--- src/hdl/itaf_pkg.sv ---
// Shared constants, codes and the digit character function for the integer formatter.
package itaf_pkg;

  localparam logic [2:0] MODE_SDEC32 = 3'd0;
  localparam logic [2:0] MODE_UDEC32 = 3'd1;
  localparam logic [2:0] MODE_HEXL64 = 3'd2;
  localparam logic [2:0] MODE_HEXL32 = 3'd3;
  localparam logic [2:0] MODE_HEXU32 = 3'd4;

  localparam logic [7:0] CHAR_MINUS = 8'h2D;

  // Reciprocal of ten scaled by 2^35; exact for every 32-bit dividend.
  localparam logic [31:0] RECIP_TEN = 32'hCCCC_CCCD;
  localparam int unsigned RECIP_SHIFT = 35;

  function automatic logic [7:0] digit_char(input logic [3:0] digit, input logic upper);
    logic [7:0] code;
    if (digit < 4'd10) begin
      code = 8'h30 + {4'd0, digit};
    end else if (upper) begin
      code = 8'h37 + {4'd0, digit};
    end else begin
      code = 8'h57 + {4'd0, digit};
    end
    return code;
  endfunction

endpackage

--- src/hdl/itaf_div10.sv ---
// Divide-by-ten unit: registered reciprocal multiply, then quotient and remainder.
module itaf_div10 (
  input  logic        clk_i,
  input  logic [31:0] x_i,
  output logic [31:0] quot_o,
  output logic [3:0]  rem_o
);

  logic [63:0] prod_q;
  logic [31:0] times_ten;
  logic [31:0] diff;

  always_ff @(posedge clk_i) begin
    prod_q <= 64'(x_i) * 64'(itaf_pkg::RECIP_TEN);
  end

  assign quot_o    = 32'(prod_q >> itaf_pkg::RECIP_SHIFT);
  assign times_ten = (quot_o << 3) + (quot_o << 1);
  assign diff      = x_i - times_ten;
  assign rem_o     = diff[3:0];

endmodule

--- src/hdl/integer_to_ascii_formatter_top.sv ---
// Top level of the integer to ASCII formatter: sequencer, digit buffer and output register.
//
//   Channel | Direction | Payload                          | Handshake
//   in      | sink      | mode_i, value_i                  | in_valid_i / in_ready_o
//   out     | source    | char_code_o, char_number_o, last_o | out_valid_o / out_ready_i
//
// A decimal digit goes through the divide-by-ten multiplier (MUL, then DIG), a hex digit
// through DIG alone; then one character leaves per cycle unless stalled, up to sixteen.
// The input is ready only while the sequencer is idle; a stalled output holds the sequencer.
// Reset clears the sequencer and the output valid flag; unused modes yield no characters.
module integer_to_ascii_formatter_top (
  input  logic        clk_i,
  input  logic        rst_ni,
  input  logic        in_valid_i,
  output logic        in_ready_o,
  input  logic [2:0]  mode_i,
  input  logic [63:0] value_i,
  output logic        out_valid_o,
  input  logic        out_ready_i,
  output logic [7:0]  char_code_o,
  output logic [4:0]  char_number_o,
  output logic        last_o
);

  localparam logic [1:0] ST_IDLE = 2'd0;
  localparam logic [1:0] ST_MUL  = 2'd1;
  localparam logic [1:0] ST_DIG  = 2'd2;
  localparam logic [1:0] ST_EMIT = 2'd3;

  logic [1:0]  state_q, state_d;
  logic [63:0] mag_q, mag_d;
  logic        dec_q, dec_d;
  logic        upper_q, upper_d;
  logic        sign_q, sign_d;
  logic [3:0]  wr_q, wr_d;
  logic [3:0]  rd_q, rd_d;
  logic [4:0]  cnt_q, cnt_d;
  logic [3:0]  digits_q [16];

  logic        out_valid_q, out_valid_d;
  logic [7:0]  char_q, char_d;
  logic [4:0]  num_q, num_d;
  logic        last_q, last_d;

  logic [31:0] quot;
  logic [3:0]  rem;
  logic [3:0]  digit;
  logic [63:0] mag_next;
  logic        buf_we;
  logic        out_free;
  logic        accept;
  logic [31:0] low32;

  itaf_div10 u_div10 (
    .clk_i  (clk_i),
    .x_i    (mag_q[31:0]),
    .quot_o (quot),
    .rem_o  (rem)
  );

  assign in_ready_o = (state_q == ST_IDLE);
  assign accept     = in_valid_i && in_ready_o;
  assign out_free   = !out_valid_q || out_ready_i;
  assign low32      = value_i[31:0];
  assign digit      = dec_q ? rem : mag_q[3:0];
  assign mag_next   = dec_q ? {32'd0, quot} : (mag_q >> 4);
  assign buf_we     = (state_q == ST_DIG);

  always_comb begin
    state_d     = state_q;
    mag_d       = mag_q;
    dec_d       = dec_q;
    upper_d     = upper_q;
    sign_d      = sign_q;
    wr_d        = wr_q;
    rd_d        = rd_q;
    cnt_d       = cnt_q;
    out_valid_d = out_valid_q && !out_ready_i;
    char_d      = char_q;
    num_d       = num_q;
    last_d      = last_q;
    case (state_q)
      ST_IDLE: begin
        if (accept) begin
          wr_d    = 4'd0;
          cnt_d   = 5'd0;
          upper_d = (mode_i == itaf_pkg::MODE_HEXU32);
          dec_d   = (mode_i == itaf_pkg::MODE_SDEC32) || (mode_i == itaf_pkg::MODE_UDEC32);
          sign_d  = (mode_i == itaf_pkg::MODE_SDEC32) && low32[31];
          if (mode_i == itaf_pkg::MODE_HEXL64) begin
            mag_d = value_i;
          end else if ((mode_i == itaf_pkg::MODE_SDEC32) && low32[31]) begin
            mag_d = {32'd0, 32'd0 - low32};
          end else begin
            mag_d = {32'd0, low32};
          end
          if ((mode_i == itaf_pkg::MODE_SDEC32) || (mode_i == itaf_pkg::MODE_UDEC32)) begin
            state_d = ST_MUL;
          end else if ((mode_i == itaf_pkg::MODE_HEXL64) || (mode_i == itaf_pkg::MODE_HEXL32) ||
                       (mode_i == itaf_pkg::MODE_HEXU32)) begin
            state_d = ST_DIG;
          end
        end
      end
      ST_MUL: begin
        state_d = ST_DIG;
      end
      ST_DIG: begin
        mag_d = mag_next;
        if (mag_next == 64'd0) begin
          rd_d    = wr_q;
          state_d = ST_EMIT;
        end else begin
          wr_d    = wr_q + 4'd1;
          state_d = dec_q ? ST_MUL : ST_DIG;
        end
      end
      ST_EMIT: begin
        if (out_free) begin
          out_valid_d = 1'b1;
          num_d       = cnt_q + 5'd1;
          cnt_d       = cnt_q + 5'd1;
          if (sign_q) begin
            char_d = itaf_pkg::CHAR_MINUS;
            last_d = 1'b0;
            sign_d = 1'b0;
          end else begin
            char_d = itaf_pkg::digit_char(digits_q[rd_q], upper_q);
            last_d = (rd_q == 4'd0);
            rd_d   = rd_q - 4'd1;
            if (rd_q == 4'd0) begin
              state_d = ST_IDLE;
            end
          end
        end
      end
      default: begin
        state_d = ST_IDLE;
      end
    endcase
  end

  always_ff @(posedge clk_i or negedge rst_ni) begin
    if (!rst_ni) begin
      state_q     <= ST_IDLE;
      out_valid_q <= 1'b0;
    end else begin
      state_q     <= state_d;
      out_valid_q <= out_valid_d;
    end
  end

  always_ff @(posedge clk_i) begin
    mag_q   <= mag_d;
    dec_q   <= dec_d;
    upper_q <= upper_d;
    sign_q  <= sign_d;
    wr_q    <= wr_d;
    rd_q    <= rd_d;
    cnt_q   <= cnt_d;
    char_q  <= char_d;
    num_q   <= num_d;
    last_q  <= last_d;
    if (buf_we) begin
      digits_q[wr_q] <= digit;
    end
  end

  assign out_valid_o   = out_valid_q;
  assign char_code_o   = char_q;
  assign char_number_o = num_q;
  assign last_o        = last_q;

endmodule

--- config.mk ---
export PLATFORM = sky130hd
export DESIGN_NAME = integer_to_ascii_formatter_top
export DESIGN_NICKNAME = d
export VERILOG_FILES = /design/src/hdl/itaf_pkg.sv /design/src/hdl/itaf_div10.sv /design/src/hdl/integer_to_ascii_formatter_top.sv
export SDC_FILE = /design/constraint.sdc
export NUM_CORES = 1
export LEC_CHECK = 0
export CAP_MARGIN = 20
export CORE_UTILIZATION = 52
export CTS_CLUSTER_DIAMETER = 80
export DETAILED_ROUTE_END_ITERATION = 16
export DONT_BUFFER_PORTS = 1
export GPL_ROUTABILITY_DRIVEN = 0
export PLACE_DENSITY = 0.74
export SKIP_LAST_GASP = 1
export SYNTH_ARGS = -nofsm -noshare
export SYNTH_HDL_FRONTEND = slang
export SYNTH_SLANG_ARGS = --single-unit
export TNS_END_PERCENT = 5
--- constraint.sdc ---
create_clock -name clk_i -period 7.3 [get_ports clk_i]
set_input_delay 1.095 -clock clk_i [delete_from_list [all_inputs] [get_ports clk_i]]
set_output_delay 1.095 -clock clk_i [all_outputs]
set_load 0.05 [all_outputs]
==> out/qor.txt, run 1 <==
status: finished, final reports clean
TritonCTS sink count: 193
number of flops mapped to enable cells by yosys: 157
worst rel slew slack: 0.306
Slew Viols, Final: 0
Max Root-Sink Buffers: 2
CTS tree: yes
most used cell, CP: fa_1
slowest stage delay, CP: 0.62 ns
register bit total from synthesis: 193
area delta synth->final: 11.9%
met1 Track Usage GR: 0.382
Least-Margin Pin Slew: 1.03 ns
max-cap check violation count: 0
GRT busiest layer: met2
met3 Resource Use GR: 0.0479
WP buf/inv: 4
Worst EP arrival: 7.56 ns
post-route clock period utilization: 0.990
final HPWL from detailed placement: 60200 um
Core Area: 47800 um2
Iteration-0 DRC Markers: 1693
Yosys top cell area share: 0.306
Fin Setup TNS: 0 ns
Die Wd: 222 um
ranking of synthesized cells by area: fa_1 31%, edfxtp_1 19%, ha_1 18%
GRT overflow: 0
ANT nets after route: 0
Design Area, Final: 28300 um2
Nets: 3301
layout cells sized above 1: 0.124
CTS H-tree lvls: 4
RSZ-0062 raised after global routing: yes
Setup crit end: u_div10.prod_q[63]
Total Wirelength: 70700 um
Top Family by Delay on Critical Path: adder cells
CP Launch Point: mag_q[8]
diode count: 0
Tmin final: 7.23 ns
initial core utilization: 0.528
reg2reg path depth: 24
post-synth top area cell: fa_1
f_max: 138 MHz
Slowest-stage cell, CP: fa_1
largest net degree at the start of global routing: 66
CTS Buf Count: 17
cells after synthesis: 2315
Cell variety after synth: 71
Setup crit end kind: flop
Worst Path Required: 7.63 ns
DRC Markers: 0
initial antenna violation count: 0
cells along the critical path: buf_4 > ha_1 > xor2_1 > a21o_1 > fa_1 > fa_1 > fa_1 > fa_1 > fa_1 > ha_1 > ha_1 > a21o_1 > a211oi_1 > o21ai_0 > buf_4 > nand2_1 > o2111ai_2 > buf_4 > a31oi_1 > buf_4 > o31a_1 > o21ai_2 > a21oi_1 > xnor2_1
Warnings, synthesis: 0
Fin. Hold Viols: 0
post-synthesis sequential area ratio: 0.216
Die ar.: 49500 um2
global-route met2 utilization: 0.461
number of I/O pins: 87
Skew-Pair Late Insertion Delay: 0.46 ns
GRT Total Usage: 0.289
Die H: 222 um
startpoint types: flop
Wirelength per Cell: 22.7 um
synthesized area: 25300 um2
first-pass GRT wire length: 108000 um
root buffer cell: clkbuf_16
worst flop-to-flop path endpoint: u_div10.prod_q[63]
port buffer count: 0
clock slew at the register clock pins of the worst setup and hold paths: 0.08 ns
detailed-router iteration count before antenna repair: 5
Reg2Reg Launch Point: mag_q[8]
kind of critical path: reg -> reg
vias in the first global route: 19093
Final Skew: 0.0137 ns
cell depth of the worst setup path: 24
Worst Path Max Fanout: 5
Placed Area: 27000 um2
final setup fails: 0
vias: 18169
async set or reset register ratio after synthesis: 0.0155
Vias/cell: 5.84
setup slack, reg-to-reg: 0.07 ns
dominant synthesized flop cell: edfxtp_1
Post-Syn Nets: 3131
num rows: 80
Hold Crit Class: in -> async
post-synthesis area per instance: 10.9 um2
-- how the worst min path moves through the flow --
stage,start,end,cells after the start
detailed placement,mag_q[57],mag_q[53],1
finish,rst_ni,out_valid_o,0
floorplan,mag_q[34],mag_q[30],2
global placement,mag_q[49],mag_q[45],1
global route,rst_ni,out_valid_o,0
CTS,rst_ni,out_valid_o,0
-- cells by family after synthesis --
kind of cell               synth area share
xor gates and xnor gates             0.0402
muxes                                0.0290
adders and majority gates             0.484
AOI/OAI and AO/OA                    0.0799
other                              0.000148
and+or+nand+nor                      0.0638
buffers and inverters                0.0874
DFF                                   0.216
-- metal layers --
metal,wire (um),share of wire
met1,27600,0.39
met4,4470,0.063
met2,32700,0.46
met5,0,0
met3,5880,0.083
-- Yosys cell counts (all sizes together) (5+ instances only) --
cell type,n
nand2,78
buf,7
nand3,18
xor2,57
a21oi,101
nand2b,13
mux4,20
fa,386
nand3b,5
xnor2,59
o21a,6
clkbuf,35
mux2i,26
o21bai,8
inv,544
o21ai,65
nor2b,11
or4,5
nor2,68
nor4,18
a211oi,9
and3,8
ha,359
or3,5
and2,35
a21o,48
edfxtp,157
a22o,28
nor3,20
nand4,14
a31oi,10
dfxtp,33
-- state kept, by name (all words and copies together), names as in the netlist, 4 cells and up, named ones only --
name and count:
char_code_o 7, char_number_o 5, cnt_q 5, digits_q 64, mag_q 64, rd_q 4, u_div10.prod_q 29, wr_q 4
-- metrics by stage --
| stage | setup WS (ns) | cells | hold WS, ns | utilization |
|---|---|---|---|---|
| 3_3_place_gp | 0.0616 | 3036 | 0.542 | 0.564 |
| 4_1_cts | 0.00271 | 3068 | 0.311 | 0.577 |
| 3_5_place_dp | -0.0244 | 3036 | 0.554 | 0.564 |
| 6_report | 0.0701 | 3113 | 0.327 | 0.591 |
| 5_1_grt | -0.202 | 3113 | 0.308 | 0.591 |
| 2_1_floorplan | 0.359 | 2315 | 0.524 | - |
-- worst register-to-register path: cells and delay by family (launching register included) --
kind	cells	cell delay [ns]
adders and majority gates	8	3.53
xor gates and xnor gates	2	0.60
buffers and inverters	4	0.78
DFF	1	0.51
AOI/OAI and AO/OA	9	1.59
and+or+nand+nor	1	0.10
-- layout make-up --
cell class,instances,area (um2)
Inverter,544,2050
Fill cell,3771,19600
Clock inverter,14,173
Timing Repair Buffer,193,1490
Tap cell,615,769
Multi-Input combinational cell,1536,17900
Clock buffer,18,439
Sequential cell,193,5450
-- placed cells by master (no fill, tap or decap), types with 5 or more instances in the layout --
| cell type | netlist | layout |
|---|---|---|
| a22o_1 | 28 | 28 |
| nand3_1 | 18 | 18 |
| nand2_1 | 77 | 76 |
| nor4_1 | 17 | 17 |
| ha_4 | 0 | 11 |
| nor3_1 | 19 | 19 |
| xnor2_1 | 59 | 59 |
| inv_8 | 0 | 5 |
| fa_1 | 386 | 386 |
| xor2_1 | 57 | 54 |
| o21bai_1 | 8 | 8 |
| nor2_1 | 68 | 65 |
| edfxtp_1 | 157 | 157 |
| ha_1 | 359 | 342 |
| ha_2 | 0 | 6 |
| nand4_1 | 14 | 14 |
| nor2b_1 | 11 | 10 |
| clkbuf_16 | 0 | 17 |
| buf_4 | 1 | 187 |
| nand3b_1 | 5 | 5 |
| and3_1 | 8 | 8 |
| dfxtp_1 | 33 | 33 |
| a21o_1 | 48 | 48 |
| inv_1 | 544 | 541 |
| mux2i_1 | 26 | 26 |
| a211oi_1 | 9 | 8 |
| a21oi_1 | 101 | 97 |
| and2_1 | 34 | 33 |
| mux4_2 | 20 | 20 |
| o21ai_0 | 59 | 57 |
| nand2b_1 | 13 | 13 |
| o21a_1 | 6 | 5 |
| a31oi_1 | 10 | 10 |
-- what timing repair did --
action	CTS	global route
endpoints found under the setup margin	5	13
resized for setup	2	49
pin swaps	0	26
hold buffers	0	0
setup buffers	0	40
Power of run 1 is left out: the tool's default activity adds up to more than one toggle a clock period on the data nets, which glitch-free logic cannot reach.
==> run 2, diff against run 1 <==
Settings changed: CORE_UTILIZATION 52 to 60, PLACE_DENSITY 0.74 to 0.83.
==> run 2 against run 1 <==
  * Worst hold slack worse by 0.0066 ns
  * Design area down 0.54%
  * Clock-buffer cell count down 1
  * First-iteration DRC count up 40%
  * Non-clock buffer count down 21
  * Via count up 4.1%
  * Routed wire length up 5.2%
  * Sequential share of layout area up 0.10 points
  * Critical path type unchanged
  * Critical endpoint unchanged
  * Highest routed layer unchanged
==> out/qor.txt, run 2 (synthesized netlist as in run 1, its figures left out) <==
final HPWL from detailed placement: 60500 um
area delta synth->final: 11.3%
RSZ-0062 raised after global routing: yes
Reg2Reg Launch Point: mag_q[17]
DRC Markers: 0
post-route clock period utilization: 0.990
final setup fails: 0
initial antenna violation count: 0
Hold Crit Class: in -> async
Iteration-0 DRC Markers: 2364
Tmin final: 7.22 ns
CTS H-tree lvls: 4
commonest cells after routing, fill and taps aside: 542 x inv_1, 383 x fa_1, 338 x ha_1
Slew Viols, Final: 0
reg2reg path depth: 26
Max Root-Sink Buffers: 2
Die ar.: 42900 um2
vias in the first global route: 19563
CTS tree: yes
Die H: 207 um
Nets: 3280
Worst EP arrival: 7.54 ns
f_max: 138 MHz
worst flop-to-flop path endpoint: u_div10.prod_q[63]
Worst Path Required: 7.62 ns
Final Skew: 0.0219 ns
global-route met2 utilization: 0.542
kind of critical path: reg -> reg
GRT overflow: 0
startpoint types: flop
Placed Area: 26800 um2
CTS Buf Count: 17
Total Wirelength: 74400 um
GRT Total Usage: 0.336
clock slew at the register clock pins of the worst setup and hold paths: 0.09 ns
most used cell, CP: fa_1
Wirelength per Cell: 24.7 um
Largest regs: digits_q: 64 flops, mag_q: 64 flops, u_div10.prod_q: 29 flops
max-cap check violation count: 0
WP buf/inv: 8
end-of-flow core utilization: 0.682
Worst Path Max Fanout: 7
vias: 18911
layout cells sized above 1: 0.118
status: finished, final reports clean
Design Area, Final: 28100 um2
Die Wd: 207 um
setup slack, reg-to-reg: 0.08 ns
detailed-router iteration count before antenna repair: 7
CP Launch Point: mag_q[17]
met3 Resource Use GR: 0.0713
number of I/O pins: 87
TritonCTS sink count: 193
Top Family by Delay on Critical Path: adder cells
worst rel slew slack: 0.287
largest net degree at the start of global routing: 65
Fin. Hold Viols: 0
Skew-Pair Late Insertion Delay: 0.46 ns
met1 Track Usage GR: 0.412
slowest stage delay, CP: 0.57 ns
root buffer cell: clkbuf_16
worst hold slack: 0.320 ns
first-pass GRT wire length: 108000 um
GRT busiest layer: met2
Setup crit end kind: flop
Core Area: 41200 um2
initial core utilization: 0.613
num rows: 74
Slowest-stage cell, CP: fa_2
Least-Margin Pin Slew: 1.06 ns
commonest non-fill, non-tap cell in the layout: inv_1
ANT nets after route: 0
Vias/cell: 6.28
diode count: 0
port buffer count: 0
## run 2: worst reg2reg max path: stages, from the launching register on
cell and delay [ns]:
edfxtp_1 0.55, ha_4 0.34, buf_4 0.13, clkinvlp_4 0.13
fa_1 0.54, inv_1 0.07, fa_1 0.51, inv_1 0.07
fa_1 0.51, inv_1 0.06, fa_2 0.57, fa_1 0.43
fa_1 0.40, fa_1 0.47, ha_2 0.41, nand2_1 0.12
a2111oi_4 0.33, buf_4 0.17, a21oi_1 0.04, a22oi_1 0.16
buf_4 0.18, a31oi_1 0.09, buf_4 0.17, o31a_1 0.26
o21ai_2 0.15, a21oi_1 0.10, xnor2_1 0.13
## run 2: how the worst max path moves through the flow
stage	depth (start not counted)	slack [ns]	endpoint
finish	26	0.08	u_div10.prod_q[63]
global route	28	-0.14	u_div10.prod_q[62]
CTS	26	-0.01	u_div10.prod_q[57]
detailed placement	26	-0.01	u_div10.prod_q[63]
global placement	26	0.17	u_div10.prod_q[63]
floorplan	25	0.36	u_div10.prod_q[63]
## run 2: cell type report
| cell class | instances | area, um2 |
|---|---|---|
| tap | 532 | 666 |
| timing repair buffer | 172 | 1330 |
| multi-input combinational | 1536 | 18000 |
| sequential | 193 | 5450 |
| clock inverter | 15 | 216 |
| clock buffer | 17 | 425 |
| inverter | 544 | 2050 |
| fill | 2639 | 13100 |
## run 2: stage by stage
stage / instances / setup TNS [ns] / setup slack (ns)
after floorplan: 2315 / 0 / 0.359
after global placement: 2938 / 0 / 0.168
after detailed placement: 2938 / -0.0126 / -0.0126
after CTS: 2972 / -0.0253 / -0.0136
after global routing: 3009 / -0.927 / -0.141
final: 3009 / 0 / 0.0750
## run 2: repair_timing
| action | in CTS | in global routing |
|---|---|---|
| setup buffers | 2 | 32 |
| hold buffers | 0 | 0 |
| gates resized for setup | 1 | 56 |
| pin swaps | 1 | 34 |
| setup endpoints to repair | 5 | 15 |
## run 2: layer usage
| metal | vias up | part of all wire |
|---|---|---|
| met2 | 1365 | 0.46 |
| li1 | 7888 | - |
| met4 | 0 | 0.084 |
| met3 | 381 | 0.11 |
| met1 | 9277 | 0.34 |
| met5 | - | 0 |
Power of run 2 is left out for the same reason.
